**src/rtl/assert_macros.svh**
```systemverilog
// Assertion macros shared by the RTL files.
// No dependencies; taken in by `include where assertions are written.
`ifndef ASSERT_MACROS_SVH
`define ASSERT_MACROS_SVH

// Same-cycle implication, sampled on clk, off while rst is high.
`define ASSERT_SAME(label, ante, cons, msg) \
  label: assert property (@(posedge clk) disable iff (rst) (ante) |-> (cons)) \
    else $error(msg);

// Next-cycle implication, sampled on clk, off while rst is high.
`define ASSERT_NEXT(label, ante, cons, msg) \
  label: assert property (@(posedge clk) disable iff (rst) (ante) |=> (cons)) \
    else $error(msg);

`endif

```
**src/rtl/ngr_pkg.sv**
```systemverilog
// Package for the NMEA GGA/RMC field parser: character codes, field
// positions, sentence kinds and the report struct. No dependencies.
`timescale 1ns / 1ps

package ngr_pkg;

  // magnitude limit 99999999999 needs 37 bits; signed values need 38
  localparam int MAG_W = 37;
  localparam int VAL_W = 38;
  localparam logic [MAG_W-1:0] MAG_MAX = 37'd99999999999;

  localparam int PREFIX_LEN = 6;

  localparam logic [7:0] CH_CR    = 8'd13;
  localparam logic [7:0] CH_LF    = 8'd10;
  localparam logic [7:0] CH_COMMA = 8'h2C;
  localparam logic [7:0] CH_DOT   = 8'h2E;
  localparam logic [7:0] CH_PLUS  = 8'h2B;
  localparam logic [7:0] CH_MINUS = 8'h2D;
  localparam logic [7:0] CH_ZERO  = 8'h30;
  localparam logic [7:0] CH_NINE  = 8'h39;
  localparam logic [7:0] CH_S     = 8'h53;
  localparam logic [7:0] CH_W     = 8'h57;

  // prefix candidates
  localparam logic [1:0] CAND_GGA  = 2'b01;
  localparam logic [1:0] CAND_RMC  = 2'b10;
  localparam logic [1:0] CAND_BOTH = 2'b11;

  // field numbers (0 is the sentence tag)
  localparam logic [4:0] FIELD_LAST    = 5'd19;
  localparam logic [4:0] GGA_LAT_FIELD = 5'd2;
  localparam logic [4:0] GGA_NS_FIELD  = 5'd3;
  localparam logic [4:0] GGA_LON_FIELD = 5'd4;
  localparam logic [4:0] GGA_EW_FIELD  = 5'd5;
  localparam logic [4:0] GGA_ALT_FIELD = 5'd9;
  localparam logic [4:0] GGA_MIN_LAST  = 5'd9;  // at least 10 fields
  localparam logic [4:0] RMC_LAT_FIELD = 5'd3;
  localparam logic [4:0] RMC_NS_FIELD  = 5'd4;
  localparam logic [4:0] RMC_LON_FIELD = 5'd5;
  localparam logic [4:0] RMC_EW_FIELD  = 5'd6;
  localparam logic [4:0] RMC_SPD_FIELD = 5'd7;
  localparam logic [4:0] RMC_MIN_LAST  = 5'd7;  // at least 8 fields

  localparam logic [1:0] SLOT_LAT = 2'd0;
  localparam logic [1:0] SLOT_LON = 2'd1;
  localparam logic [1:0] SLOT_ALT = 2'd2;
  localparam logic [1:0] SLOT_SPD = 2'd3;

  typedef enum logic [1:0] {
    KIND_GGA  = 2'd0,
    KIND_RMC  = 2'd1,
    KIND_NONE = 2'd2
  } kind_t;

  typedef struct packed {
    logic neg;
    logic frac;
    logic stop;
    logic seen;
  } ngr_num_flags_t;

  // what a line end hands to the top level; hemispheres already folded in
  typedef struct packed {
    logic             done;
    kind_t            kind;
    logic             lat_neg;
    logic [MAG_W-1:0] lat_mag;
    logic             lon_neg;
    logic [MAG_W-1:0] lon_mag;
    logic             alt_neg;
    logic [MAG_W-1:0] alt_mag;
    logic             spd_neg;
    logic [MAG_W-1:0] spd_mag;
  } ngr_report_t;

  function automatic longint unsigned pow10(input int n);
    longint unsigned r;
    r = 1;
    for (int i = 0; i < n; i++) r = r * 10;
    return r;
  endfunction

  function automatic logic [7:0] gga_char(input logic [2:0] idx);
    logic [7:0] c;
    case (idx)
      3'd0:    c = 8'h24;  // $
      3'd1:    c = 8'h47;  // G
      3'd2:    c = 8'h4E;  // N
      3'd3:    c = 8'h47;  // G
      3'd4:    c = 8'h47;  // G
      3'd5:    c = 8'h41;  // A
      default: c = 8'h00;
    endcase
    return c;
  endfunction

  function automatic logic [7:0] rmc_char(input logic [2:0] idx);
    logic [7:0] c;
    case (idx)
      3'd0:    c = 8'h24;  // $
      3'd1:    c = 8'h47;  // G
      3'd2:    c = 8'h4E;  // N
      3'd3:    c = 8'h52;  // R
      3'd4:    c = 8'h4D;  // M
      3'd5:    c = 8'h43;  // C
      default: c = 8'h00;
    endcase
    return c;
  endfunction

endpackage

```
**src/rtl/ngr_scale.sv**
```systemverilog
// Field value scaler: pads missing fraction digits with one multiply by a
// power of ten and saturates. Depends on ngr_pkg.
`timescale 1ns / 1ps

module ngr_scale
  import ngr_pkg::*;
#(
  parameter int FRACTION_DIGITS = 5
) (
  input  logic [MAG_W-1:0]                     mag,
  input  logic [$clog2(FRACTION_DIGITS+1)-1:0] frac_cnt,
  output logic [MAG_W-1:0]                     mag_out
);
  localparam int FC_W    = $clog2(FRACTION_DIGITS + 1);
  localparam int TBL_N   = 2 ** FC_W;
  localparam int SCALE_W = $clog2(pow10(FRACTION_DIGITS) + 1);
  localparam int PROD_W  = MAG_W + SCALE_W;

  logic [SCALE_W-1:0] scale_tbl [TBL_N];
  logic [PROD_W-1:0]  prod;

  // 10^(digits still missing); unused codes scale by one
  for (genvar i = 0; i < TBL_N; i++) begin : g_tbl
    assign scale_tbl[i] = (i <= FRACTION_DIGITS) ?
                          SCALE_W'(pow10(FRACTION_DIGITS - i)) : SCALE_W'(1);
  end

  assign prod    = {{SCALE_W{1'b0}}, mag} * {{MAG_W{1'b0}}, scale_tbl[frac_cnt]};
  assign mag_out = (prod > PROD_W'(MAG_MAX)) ? MAG_MAX : prod[MAG_W-1:0];

endmodule

```
**src/rtl/ngr_line.sv**
```systemverilog
// Line state of the parser: prefix match, field count, number accumulator,
// hemisphere flags and pending field values. Depends on ngr_pkg, ngr_scale.
`timescale 1ns / 1ps

module ngr_line
  import ngr_pkg::*;
#(
  parameter int FRACTION_DIGITS = 5,
  parameter int MAX_LINE_CHARS  = 128
) (
  input  logic        clk,
  input  logic        rst,
  input  logic [7:0]  ch,
  input  logic        adv,
  input  logic        enable,
  output ngr_report_t rpt
);
  localparam int LP_W = $clog2(MAX_LINE_CHARS + 1);
  localparam int FC_W = $clog2(FRACTION_DIGITS + 1);
  localparam logic [LP_W-1:0] LP_MAX    = LP_W'(MAX_LINE_CHARS);
  localparam logic [LP_W-1:0] LP_PREFIX = LP_W'(PREFIX_LEN);
  localparam logic [FC_W-1:0] FC_MAX    = FC_W'(FRACTION_DIGITS);

  logic [LP_W-1:0]  line_pos, line_pos_next;
  logic [1:0]       cand, cand_next;
  logic [4:0]       field_num, field_num_next;
  logic [MAG_W-1:0] acc, acc_next;
  ngr_num_flags_t   nf, nf_next;
  logic [FC_W-1:0]  frac_cnt, frac_cnt_next;
  logic [1:0]       hemi, hemi_next;
  logic             pend_neg [4];
  logic [MAG_W-1:0] pend_mag [4];

  logic             is_eol, is_comma, is_digit, in_line;
  logic [1:0]       cand_upd, cand_use;
  logic             slot_ok;
  logic [1:0]       slot;
  logic [1:0]       hemi_sel;
  logic [MAG_W+3:0] mac_sum;
  logic [MAG_W-1:0] mac;
  logic [MAG_W-1:0] sc_mag;
  logic             pend_wr;
  logic             eff_neg [4];
  logic [MAG_W-1:0] eff_mag [4];
  kind_t            kind;

  assign is_eol   = (ch == CH_CR) || (ch == CH_LF);
  assign is_comma = (ch == CH_COMMA);
  assign is_digit = (ch >= CH_ZERO) && (ch <= CH_NINE);
  assign in_line  = (line_pos < LP_MAX);

  always_comb begin
    cand_upd = cand;
    if (line_pos < LP_PREFIX) begin
      if (ch != gga_char(line_pos[2:0])) cand_upd[0] = 1'b0;
      if (ch != rmc_char(line_pos[2:0])) cand_upd[1] = 1'b0;
    end
  end

  // a line end sees the candidates as left by the last character
  assign cand_use = is_eol ? cand : cand_upd;

  always_comb begin
    slot_ok = 1'b0;
    slot    = SLOT_LAT;
    case (cand_use)
      CAND_GGA: begin
        if (field_num == GGA_LAT_FIELD) begin
          slot_ok = 1'b1; slot = SLOT_LAT;
        end else if (field_num == GGA_LON_FIELD) begin
          slot_ok = 1'b1; slot = SLOT_LON;
        end else if (field_num == GGA_ALT_FIELD) begin
          slot_ok = 1'b1; slot = SLOT_ALT;
        end
      end
      CAND_RMC: begin
        if (field_num == RMC_LAT_FIELD) begin
          slot_ok = 1'b1; slot = SLOT_LAT;
        end else if (field_num == RMC_LON_FIELD) begin
          slot_ok = 1'b1; slot = SLOT_LON;
        end else if (field_num == RMC_SPD_FIELD) begin
          slot_ok = 1'b1; slot = SLOT_SPD;
        end
      end
      default: ;
    endcase
  end

  always_comb begin
    hemi_sel = 2'b00;
    case (cand_upd)
      CAND_GGA: begin
        hemi_sel[0] = (field_num == GGA_NS_FIELD);
        hemi_sel[1] = (field_num == GGA_EW_FIELD);
      end
      CAND_RMC: begin
        hemi_sel[0] = (field_num == RMC_NS_FIELD);
        hemi_sel[1] = (field_num == RMC_EW_FIELD);
      end
      default: ;
    endcase
  end

  // acc*10 + digit, saturating
  assign mac_sum = ({4'b0, acc} << 3) + ({4'b0, acc} << 1) + (MAG_W+4)'(ch[3:0]);
  assign mac     = (mac_sum > (MAG_W+4)'(MAG_MAX)) ? MAG_MAX : mac_sum[MAG_W-1:0];

  ngr_scale #(
    .FRACTION_DIGITS(FRACTION_DIGITS)
  ) u_scale (
    .mag     (acc),
    .frac_cnt(frac_cnt),
    .mag_out (sc_mag)
  );

  always_comb begin
    line_pos_next  = line_pos;
    cand_next      = cand;
    field_num_next = field_num;
    acc_next       = acc;
    nf_next        = nf;
    frac_cnt_next  = frac_cnt;
    hemi_next      = hemi;
    pend_wr        = 1'b0;
    if (adv) begin
      if (!is_eol) begin
        if (in_line) begin
          line_pos_next = line_pos + 1'b1;
          cand_next     = cand_upd;
          if (is_comma) begin
            pend_wr = slot_ok;
            if (field_num < FIELD_LAST) field_num_next = field_num + 1'b1;
            acc_next      = '0;
            nf_next       = '0;
            frac_cnt_next = '0;
          end else begin
            if (hemi_sel[0] && !nf.seen && ch == CH_S) hemi_next[0] = 1'b1;
            if (hemi_sel[1] && !nf.seen && ch == CH_W) hemi_next[1] = 1'b1;
            if (!nf.stop) begin
              if (is_digit) begin
                if (!nf.frac) begin
                  acc_next = mac;
                end else if (frac_cnt < FC_MAX) begin
                  acc_next      = mac;
                  frac_cnt_next = frac_cnt + 1'b1;
                end
              end else if (ch == CH_DOT && !nf.frac) begin
                nf_next.frac = 1'b1;
              end else if ((ch == CH_MINUS || ch == CH_PLUS) && !nf.seen) begin
                if (ch == CH_MINUS) nf_next.neg = 1'b1;
              end else begin
                nf_next.stop = 1'b1;
              end
            end
            nf_next.seen = 1'b1;
          end
        end
      end else if (line_pos != '0) begin
        pend_wr        = slot_ok;
        line_pos_next  = '0;
        cand_next      = CAND_BOTH;
        field_num_next = '0;
        acc_next       = '0;
        nf_next        = '0;
        frac_cnt_next  = '0;
        hemi_next      = 2'b00;
      end
    end
  end

  always_ff @(posedge clk) begin
    if (rst) begin
      line_pos  <= '0;
      cand      <= CAND_BOTH;
      field_num <= '0;
      acc       <= '0;
      nf        <= '0;
      frac_cnt  <= '0;
      hemi      <= 2'b00;
    end else begin
      line_pos  <= line_pos_next;
      cand      <= cand_next;
      field_num <= field_num_next;
      acc       <= acc_next;
      nf        <= nf_next;
      frac_cnt  <= frac_cnt_next;
      hemi      <= hemi_next;
    end
  end

  // pending values kept as sign and magnitude
  always_ff @(posedge clk) begin
    if (pend_wr) begin
      pend_neg[slot] <= nf.neg;
      pend_mag[slot] <= sc_mag;
    end
  end

  // the field closed by the line end itself bypasses the pending store
  always_comb begin
    for (int i = 0; i < 4; i++) begin
      if (is_eol && slot_ok && slot == 2'(i)) begin
        eff_neg[i] = nf.neg;
        eff_mag[i] = sc_mag;
      end else begin
        eff_neg[i] = pend_neg[i];
        eff_mag[i] = pend_mag[i];
      end
    end
  end

  always_comb begin
    kind = KIND_NONE;
    if (enable && line_pos >= LP_PREFIX) begin
      if (cand == CAND_GGA && field_num >= GGA_MIN_LAST) begin
        kind = KIND_GGA;
      end else if (cand == CAND_RMC && field_num >= RMC_MIN_LAST) begin
        kind = KIND_RMC;
      end
    end
  end

  always_comb begin
    rpt.done    = is_eol && (line_pos != '0);
    rpt.kind    = kind;
    rpt.lat_neg = eff_neg[SLOT_LAT] ^ hemi[0];
    rpt.lat_mag = eff_mag[SLOT_LAT];
    rpt.lon_neg = eff_neg[SLOT_LON] ^ hemi[1];
    rpt.lon_mag = eff_mag[SLOT_LON];
    rpt.alt_neg = eff_neg[SLOT_ALT];
    rpt.alt_mag = eff_mag[SLOT_ALT];
    rpt.spd_neg = eff_neg[SLOT_SPD];
    rpt.spd_mag = eff_mag[SLOT_SPD];
  end

endmodule

```
**src/rtl/nmea_gga_rmc_field_parser.sv**
```systemverilog
// NMEA GGA/RMC field parser, top level (depends on ngr_pkg, ngr_line,
// ngr_scale and assert_macros.svh). One received character is taken per
// transaction on the byte channel and a new one can follow in every cycle
// unless byte_stall is high; from the input register the line logic (prefix
// compare, field count, multiply-by-ten accumulate, one scaling multiply)
// updates its state. A CR or LF closing a non-empty line gives one result
// transaction, registered once the output slot is free; other characters
// give none. The result carries the sentence kind (0 GGA, 1 RMC, 2 invalid
// or ignored) and the four held values, signed fixed point with
// FRACTION_DIGITS fraction digits. Held values change only on a valid GGA
// or RMC line and stay on the outputs between results. byte_stall rises
// only when a line end waits in the input register while a previous result
// is still stalled downstream. The user writes enable (cfg_we/cfg_wdata) only
// while idle; the block does not enforce it. With it low every line is invalid.
`timescale 1ns / 1ps

module nmea_gga_rmc_field_parser
  import ngr_pkg::*;
#(
  parameter int FRACTION_DIGITS = 5,
  parameter int MAX_LINE_CHARS  = 128
) (
  input  logic                    clk,
  input  logic                    rst,
  // configuration
  input  logic                    cfg_we,
  input  logic                    cfg_wdata,
  // character channel
  input  logic [7:0]              rx_byte,
  input  logic                    byte_valid,
  output logic                    byte_stall,
  // result channel
  output logic [1:0]              sentence_kind,
  output logic signed [VAL_W-1:0] latitude,
  output logic signed [VAL_W-1:0] longitude,
  output logic signed [VAL_W-1:0] altitude,
  output logic signed [VAL_W-1:0] ground_speed,
  output logic                    result_valid,
  input  logic                    result_stall
);
  `include "assert_macros.svh"

  logic        enable;
  logic        hold_valid;
  logic [7:0]  hold_byte;
  logic        hold_adv;
  logic        out_free;
  kind_t       kind;
  ngr_report_t rpt;

  logic signed [VAL_W-1:0] lat_new, lon_new, alt_new, spd_new;

  function automatic logic signed [VAL_W-1:0] to_val(input logic neg,
                                                      input logic [MAG_W-1:0] mag);
    logic signed [VAL_W-1:0] v;
    v = {1'b0, mag};
    return neg ? -v : v;
  endfunction

  // output slot is free when empty or being drained this cycle
  assign out_free   = !result_valid || !result_stall;
  // a character with no result always moves on; a line end waits for the slot
  assign hold_adv   = hold_valid && (!rpt.done || out_free);
  assign byte_stall = hold_valid && !hold_adv;

  ngr_line #(
    .FRACTION_DIGITS(FRACTION_DIGITS),
    .MAX_LINE_CHARS (MAX_LINE_CHARS)
  ) u_line (
    .clk   (clk),
    .rst   (rst),
    .ch    (hold_byte),
    .adv   (hold_adv),
    .enable(enable),
    .rpt   (rpt)
  );

  always_comb begin
    lat_new = to_val(rpt.lat_neg, rpt.lat_mag);
    lon_new = to_val(rpt.lon_neg, rpt.lon_mag);
    alt_new = to_val(rpt.alt_neg, rpt.alt_mag);
    spd_new = to_val(rpt.spd_neg, rpt.spd_mag);
  end

  always_ff @(posedge clk) begin
    if (rst) begin
      enable       <= 1'b0;
      hold_valid   <= 1'b0;
      result_valid <= 1'b0;
      kind         <= KIND_NONE;
      latitude     <= '0;
      longitude    <= '0;
      altitude     <= '0;
      ground_speed <= '0;
    end else begin
      if (cfg_we) enable <= cfg_wdata;

      if (byte_valid && !byte_stall) begin
        hold_valid <= 1'b1;
      end else if (hold_adv) begin
        hold_valid <= 1'b0;
      end

      if (hold_adv && rpt.done) begin
        result_valid <= 1'b1;
        kind         <= rpt.kind;
        case (rpt.kind)
          KIND_GGA: begin
            latitude  <= lat_new;
            longitude <= lon_new;
            altitude  <= alt_new;
          end
          KIND_RMC: begin
            latitude     <= lat_new;
            longitude    <= lon_new;
            ground_speed <= spd_new;
          end
          default: ;
        endcase
      end else if (!result_stall) begin
        result_valid <= 1'b0;
      end
    end
  end

  // character payload, no reset needed
  always_ff @(posedge clk) begin
    if (byte_valid && !byte_stall) hold_byte <= rx_byte;
  end

  assign sentence_kind = 2'(kind);

  `ASSERT_SAME(a_result_has_slot, hold_adv && rpt.done, out_free, "result issued into a full output")
  `ASSERT_SAME(a_disabled_invalid, hold_valid && rpt.done && !enable, rpt.kind == KIND_NONE, "line accepted while disabled")
  `ASSERT_NEXT(a_held_only_on_fix, !(hold_adv && rpt.done && rpt.kind != KIND_NONE), $stable(latitude) && $stable(longitude) && $stable(altitude) && $stable(ground_speed), "held value changed without a valid line")
  `ASSERT_NEXT(a_gga_keeps_speed, hold_adv && rpt.done && rpt.kind == KIND_GGA, $stable(ground_speed), "GGA line touched ground speed")

endmodule

```
**config.mk**
```make
export PLATFORM = sky130hd
export DESIGN_NAME = nmea_gga_rmc_field_parser
export DESIGN_NICKNAME = d
export VERILOG_FILES = /design/src/rtl/ngr_pkg.sv /design/src/rtl/ngr_scale.sv /design/src/rtl/ngr_line.sv /design/src/rtl/nmea_gga_rmc_field_parser.sv
export VERILOG_INCLUDE_DIRS = /design/src /design/src/rtl
export SDC_FILE = /design/constraint.sdc
export NUM_CORES = 2
export LEC_CHECK = 0
export BUFFER_PORTS_ARGS = -buffer_cell sky130_fd_sc_hd__buf_2
export CAP_MARGIN = 20
export CORE_MARGIN = 4
export CORE_UTILIZATION = 35
export CTS_BUF_LIST = sky130_fd_sc_hd__clkbuf_4 sky130_fd_sc_hd__clkbuf_8
export DETAILED_ROUTE_END_ITERATION = 16
export PLACE_DENSITY = 0.6
export SLEW_MARGIN = 20
export SYNTH_ARGS = -nofsm -noshare
export SYNTH_HDL_FRONTEND = slang
export SYNTH_SLANG_ARGS = --single-unit
```
**constraint.sdc**
```tcl
create_clock -name clk -period 16 [get_ports clk]
set_input_delay 3.2 -clock clk [delete_from_list [all_inputs] [get_ports clk]]
set_output_delay 3.2 -clock clk [all_outputs]
set_load 0.01 [all_outputs]
```
### Word level (Yosys, flattened, before mapping)

Memory sizes are Yosys's and may differ from the RTL's.
Cells that the tools add are included.

* register bits after elaboration: 226
* bits in latches: 0
* bits in writable memories: 152
* ROM bits: 136
* input bits: 14
* output and inout port bits: 156
* memories: 3

* add/sub/neg operators: 9
* multiply operators: 1
* div/mod/pow operators: 0
* magnitude comparators: 12
* equal/unequal tests: 39
* shift-type cells: 0
* multiplexer cells: 98
* bitwise gates (word level): 3
* reduce and logical (&&, ||, !) cells: 60

Memory list
* u_line.pend_mag: depth 4, bits a word 37, read ports 4, clocked after memory_dff 0, wr ports 1, line ngr_line.sv:32 `logic [MAG_W-1:0] pend_mag [4];`
* (no name shown): depth 8, bits a word 17, read ports 1, clocked after memory_dff 0, wr ports 0, line ngr_scale.sv:28 `assign prod = {{SCALE_W{1'b0}}, mag} * {{MAG_W{1'b0}}, scale_tbl[frac_cnt]};`
* u_line.pend_neg: depth 4, bits a word 1, read ports 4, clocked after memory_dff 0, wr ports 1, line ngr_line.sv:31 `logic pend_neg [4];`

Operators by type and width (count)
* two-way mux 37 bit: 14
* two-way mux 38 bit: 4
* negator 37 -> 38 bit: 4
* greater-than comparator 54 x 37 -> 1 bit (second input constant): 1
* multiplier 37 x 17 -> 54 bit: 1
* one-hot mux 7 bit (6 select lines): 1
* adder 40 x 38 -> 41 bit: 1
* adder 41 x 4 -> 41 bit: 1
* greater-than comparator 41 x 37 -> 1 bit (second input constant): 1
* two-way mux 8 bit: 5
* two-way mux 2 bit: 18
* two-way mux 17 bit: 2
* equality test 8 x 6 -> 1 bit (second input constant): 4
* two-way mux 1 bit: 31
* two-way mux 3 bit: 10
* one-hot mux 7 bit (4 select lines): 1
* two-way mux 5 bit: 5
* equality test 5 x 3 -> 1 bit (second input constant): 4
* logical AND 1 bit: 20
* nonzero test 3 bit: 6
* equality test 8 x 4 -> 1 bit (second input constant): 2
* equality test 8 x 7 -> 1 bit (second input constant): 2
* two-way mux 4 bit: 4
* != test 8 bit: 2
* 43 further kinds: 78

### Longest topological paths before layout

* word-level depth: 16
* gate-level depth with buffers: 47

### Modules after synthesis

From an unflattened synthesis, not the netlist that was laid out.

* cell total of the unflattened synthesis: 4432
* area total of the unflattened synthesis: 40151.0 um^2

Modules (own cells, without submodules)
* ngr_scale: instances 1, cells each 2282, area an instance 18612.9 um^2, sequential area each 0.0 um^2
* ngr_line: instances 1, cells each 1083, area an instance 12390.6 um^2, sequential area each 5785.5 um^2
* nmea_gga_rmc_field_parser: instances 1, cells each 1067, area an instance 9147.5 um^2, sequential area each 3383.2 um^2

### Least setup slack after synthesis

OpenSTA, ideal clock, no wires.

* path kind: register -> register
* start: register u_line.frac_cnt[0]
* end: register latitude[36]
* arrival time: 11.203 ns
* slack: 4.712 ns
* stages on the path, launching flop included: 44
* period minus slack after synthesis: 11.288 ns
* cell sequence: dfxtp_1 > inv_1 > ha_1 > and2_1 > clkbuf_1 > a21o_1 > clkbuf_1 > clkbuf_1 > nand2_1 > fa_1 > fa_1 > fa_1 > inv_1 > ha_1 > fa_1 > inv_1 > fa_1 > inv_1 > (+8 left out) > nand2_1 > a311o_1 > a2111oi_4 > nand2_4 > buf_6 > buf_2 > buf_1 > a21oi_1 > nor2_1 > a21oi_1 > ha_1 > nor4b_1 > o22ai_1 > o41a_1 > or4b_1 > o41ai_2 > xor2_1 > a211oi_1

* longest elaborated chain between the ends: 10

RTL lines
* from (decl): line ngr_line.sv:29 `logic [FC_W-1:0] frac_cnt, frac_cnt_next;`
* from (signal assigned): line ngr_line.sv:186 `frac_cnt <= frac_cnt_next;`
* NOT 3 -> 4 bit (not written as such) (*): line ngr_scale.sv:28
* memory read (8 x 17 bit) (*)
* two-way mux 17 bit (not written as such) (*) (2 in a row): line ngr_scale.sv:28
* multiplier 37 x 17 -> 54 bit (*): line ngr_scale.sv:28
* greater-than comparator 54 x 37 -> 1 bit: line ngr_scale.sv:29 `assign mag_out = (prod > PROD_W'(MAG_MAX)) ? MAG_MAX : prod[MAG_W-1:0];`
* two-way mux 37 bit (*): line ngr_scale.sv:29
* two-way mux 37 bit (*): line ngr_line.sv:202 `if (is_eol && slot_ok && slot == 2'(i)) begin`
* negator 37 -> 38 bit: line nmea_gga_rmc_field_parser.sv:57 `return neg ? -v : v;`
* two-way mux 38 bit (*): line nmea_gga_rmc_field_parser.sv:57
* to (signal assigned): line nmea_gga_rmc_field_parser.sv:109 `latitude <= lat_new;`
* to (signal assigned): line nmea_gga_rmc_field_parser.sv:114 `latitude <= lat_new;`
* to (decl): line nmea_gga_rmc_field_parser.sv:34 `output logic signed [VAL_W-1:0] latitude,`

Every way passes the cells marked *; elsewhere a longest branch is shown, timed or not. The select of a mux whose other input is x is not followed.
A chain may end at the register's enable or synchronous reset.

### Worst setup path after layout

* start: register u_line.frac_cnt[2]
* end: register latitude[36]

The elaborated chain is that of the path after synthesis.

==> key figures <==
Clock tree
  • # resized after CTS: 0
  • Post CTS Setup Buffer Count: 0
  • Clock-pin slew on the worst setup and hold paths: 0.07 ns
  • CTS tree: done
  • CTS H-Tree Depth: 3
  • CTS Buf Count: 72
  • Root Driver: clkbuf_8
  • CTS Buffer Depth: 3
  • Hold buffers post-CTS: 0
  • Sink Count: 378
  • Worst skew pair latency: 0.71 ns

Timing
  • Setup violations, final: 0
  • Worst slew pin tran: 1.19 ns
  • Tcrit/Tclk final: 0.865
  • Clock Skew: 0.0518 ns
  • Relative slew slack: 0.200
  • Fin. Hold Viols: 0
  • Final Max Slew Viols: 0
  • Fmax achieved: 72.3 MHz
  • Unrepaired setup endpoints after global routing: false
  • Final Critical Period: 13.84 ns
  • Total negative slack: 0 ns

Critical path
  • Startpoint types: register
  • Critical path type: reg2reg
  • Worst setup EP type: register
  • Critical path's slowest cell: inv_1
  • Slowest stage delay, CP: 0.84 ns
  • Worst Path Arrival: 14.44 ns
  • Critical-path maximum fanout: 29
  • Cell repeated most along the worst path: fa_1
  • CP required: 16.60 ns

Die
  • Die Footprint: 126000 sq um
  • Ports: 170
  • Die Span Y: 355 microns
  • Initial Util: 0.352
  • Row count: 127
  • Core Box Area: 120000 sq um
  • Die W: 355 microns

Routing
  • DRT antenna net count: 0
  • Vias/cell: 5.60
  • Post-route DRC: 0
  • WL final: 153000 microns
  • Routed WL per cell: 22.6 microns
  • First-pass iteration count of the detailed router: 7
  • Iter 0 DRT Violations: 4195
  • Via Count: 37.9k

Global route
  • Initial antenna violation count: 5
  • Total GRT Usage: 0.239
  • Global-route wire length before repair: 233000 microns
  • Largest net degree at the start of global routing: 73
  • Total gr overflow: 0
  • Vias in the first global route: 36.5k

Outcome
  • Status: completed

Pwr
  • Power Density: 46.2 nW/um^2
  • Peak supply drop: 0.0512 mV
  • Leak: 21.5 nW

Place
  • RD Place Congestion: 0.980
  • Post-DP Area: 44600 sq um
  • Port Buffers: 169
  • Dpl hpwl: 118000 microns

Layout
  • Commonest non-fill, non-tap cells in the layout: inv_1, nand2_1, fa_1
  • Nets: 5814
  • Share of cells above drive strength 1: 0.0904
  • Most common cell after layout, fill and taps aside: inv_1
  • Syn-to-layout area delta: 9.56%
  • Post-route cell area: 46200 sq um

Logic synthesis
  • Synth unique cells: 104
  • Top post-synthesis cells by area: fa_1, edfxtp_1, dfxtp_1, ha_1, inv_1
  • Ys Warns: 0
  • Post-synthesis instance area: 42200 sq um
  • Asr flop ratio synth: 0
  • Yosys top cell by area: fa_1
  • Post-synthesis cell count: 5055
  • Avg Cell Area, Syn: 8.34 sq um
  • Synthesis-stage register bit count: 378
  • Synth top area share: 0.197
  • Main synth FF type: dfxtp_1
  • Sequential cell area fraction in the yosys report: 0.217
  • Number of flops mapped to enable cells by yosys: 160
  • Syn nets: 5780

Min path
  • Worst min path class: reg2reg

Run
  • Max-cap violations: 0
[power by group]
part	switching, W	internal, W
clock	0.000483	0.000601
sequential	0.00000690	0.00100
combinational	0.0000307	0.0000138
[path summary, 6_finish.rpt]
check / startpoint / end / slack, ns / cells past startpoint
max: u_line.frac_cnt[2] / latitude[36] / 2.16 / 36
min: latitude[19] / latitude[19] / 0.44 / 2
max reg2reg: u_line.frac_cnt[2] / latitude[36] / 2.16 / 36
min reg2reg: latitude[19] / latitude[19] / 0.44 / 2
[cell usage after synthesis, drive strengths merged, types with 14 or more instances]
library cell and instances:
fa 414, inv 682, clkbuf 234, o21a 35, nor2b 27, or3 31, o211ai 29, nor3 106
o21bai 14, a31oi 75, or2 25, dfxtp 218, xnor2 119, nand4 55, and3 57, a21o 49
or4 24, edfxtp 160, nand2b 36, o31ai 37, a211oi 89, and2 160, nor2 346, a31o 19
a21oi 221, mux2i 56, nand2 680, buf 47, o41ai 15, xor2 87, o22ai 20, nand3 86
nor4 43, a41oi 21, ha 297, o21ai 248
[stage by stage]
step | total power [W] | std cells | util | hold slack [ns] | setup slack, ns
2_1_floorplan | 0.00106 | 5055 | - | 0.447 | 4.71
3_3_place_gp | 0.00107 | 6626 | 0.372 | 0.436 | 2.67
3_5_place_dp | 0.00107 | 6626 | 0.372 | 0.443 | 2.42
4_1_cts | 0.00215 | 6756 | 0.385 | 0.450 | 2.34
5_1_grt | 0.00220 | 6758 | 0.385 | 0.463 | 1.48
6_report | 0.00214 | 6762 | 0.386 | 0.444 | 2.16
[per-layer routing]
layer  up-vias  GRT usage  share of wire
li1      17200          -              -
met1     18600      0.331           0.43
met2      1829      0.376           0.44
met3       251     0.0424          0.093
met4         0     0.0831          0.036
met5         -          0              0
[state kept, by name (all words and copies together), names as in the netlist, 3 cells and up]
signal / cells
u_line.acc: 37
ground_speed: 38
longitude: 38
u_line.line_pos: 8
u_line.field_num: 5
u_line.nf: 4
latitude: 38
u_line.pend_neg: 4
altitude: 38
u_line.frac_cnt: 3
u_line.pend_mag: 148
hold_byte: 8
[critical path: cells and delay by family (launching register included)]
kind                     cells  cell delay (ns)
adder cells (fa/ha/maj)      9             4.31
XOR/XNOR                     2             0.91
AND/OR/NAND/NOR              7             2.26
flip-flops                   1             0.57
AO/OA/AOI/OAI               12             3.83
buffers and inverters        6             1.78
[cells by family after synthesis]
group / synth area share
fa+ha+maj: 0.285
xor+xnor: 0.0430
mux: 0.0138
compound gates: 0.158
flops: 0.217
buf+inv: 0.0873
simple gates: 0.196
[cell type report]
| cell class | instances | area (sq um) |
|---|---|---|
| diodes | 5 | 12.5 |
| clock buffers | 106 | 1320 |
| clock inverters | 24 | 256 |
| fillers | 12400 | 73600 |
| inverters | 682 | 2560 |
| multi-input cells | 3714 | 29500 |
| flip-flops and latches | 378 | 9170 |
| well taps | 1612 | 2020 |
| repair buffers | 241 | 1400 |
(Power assumes the default switching activity.)
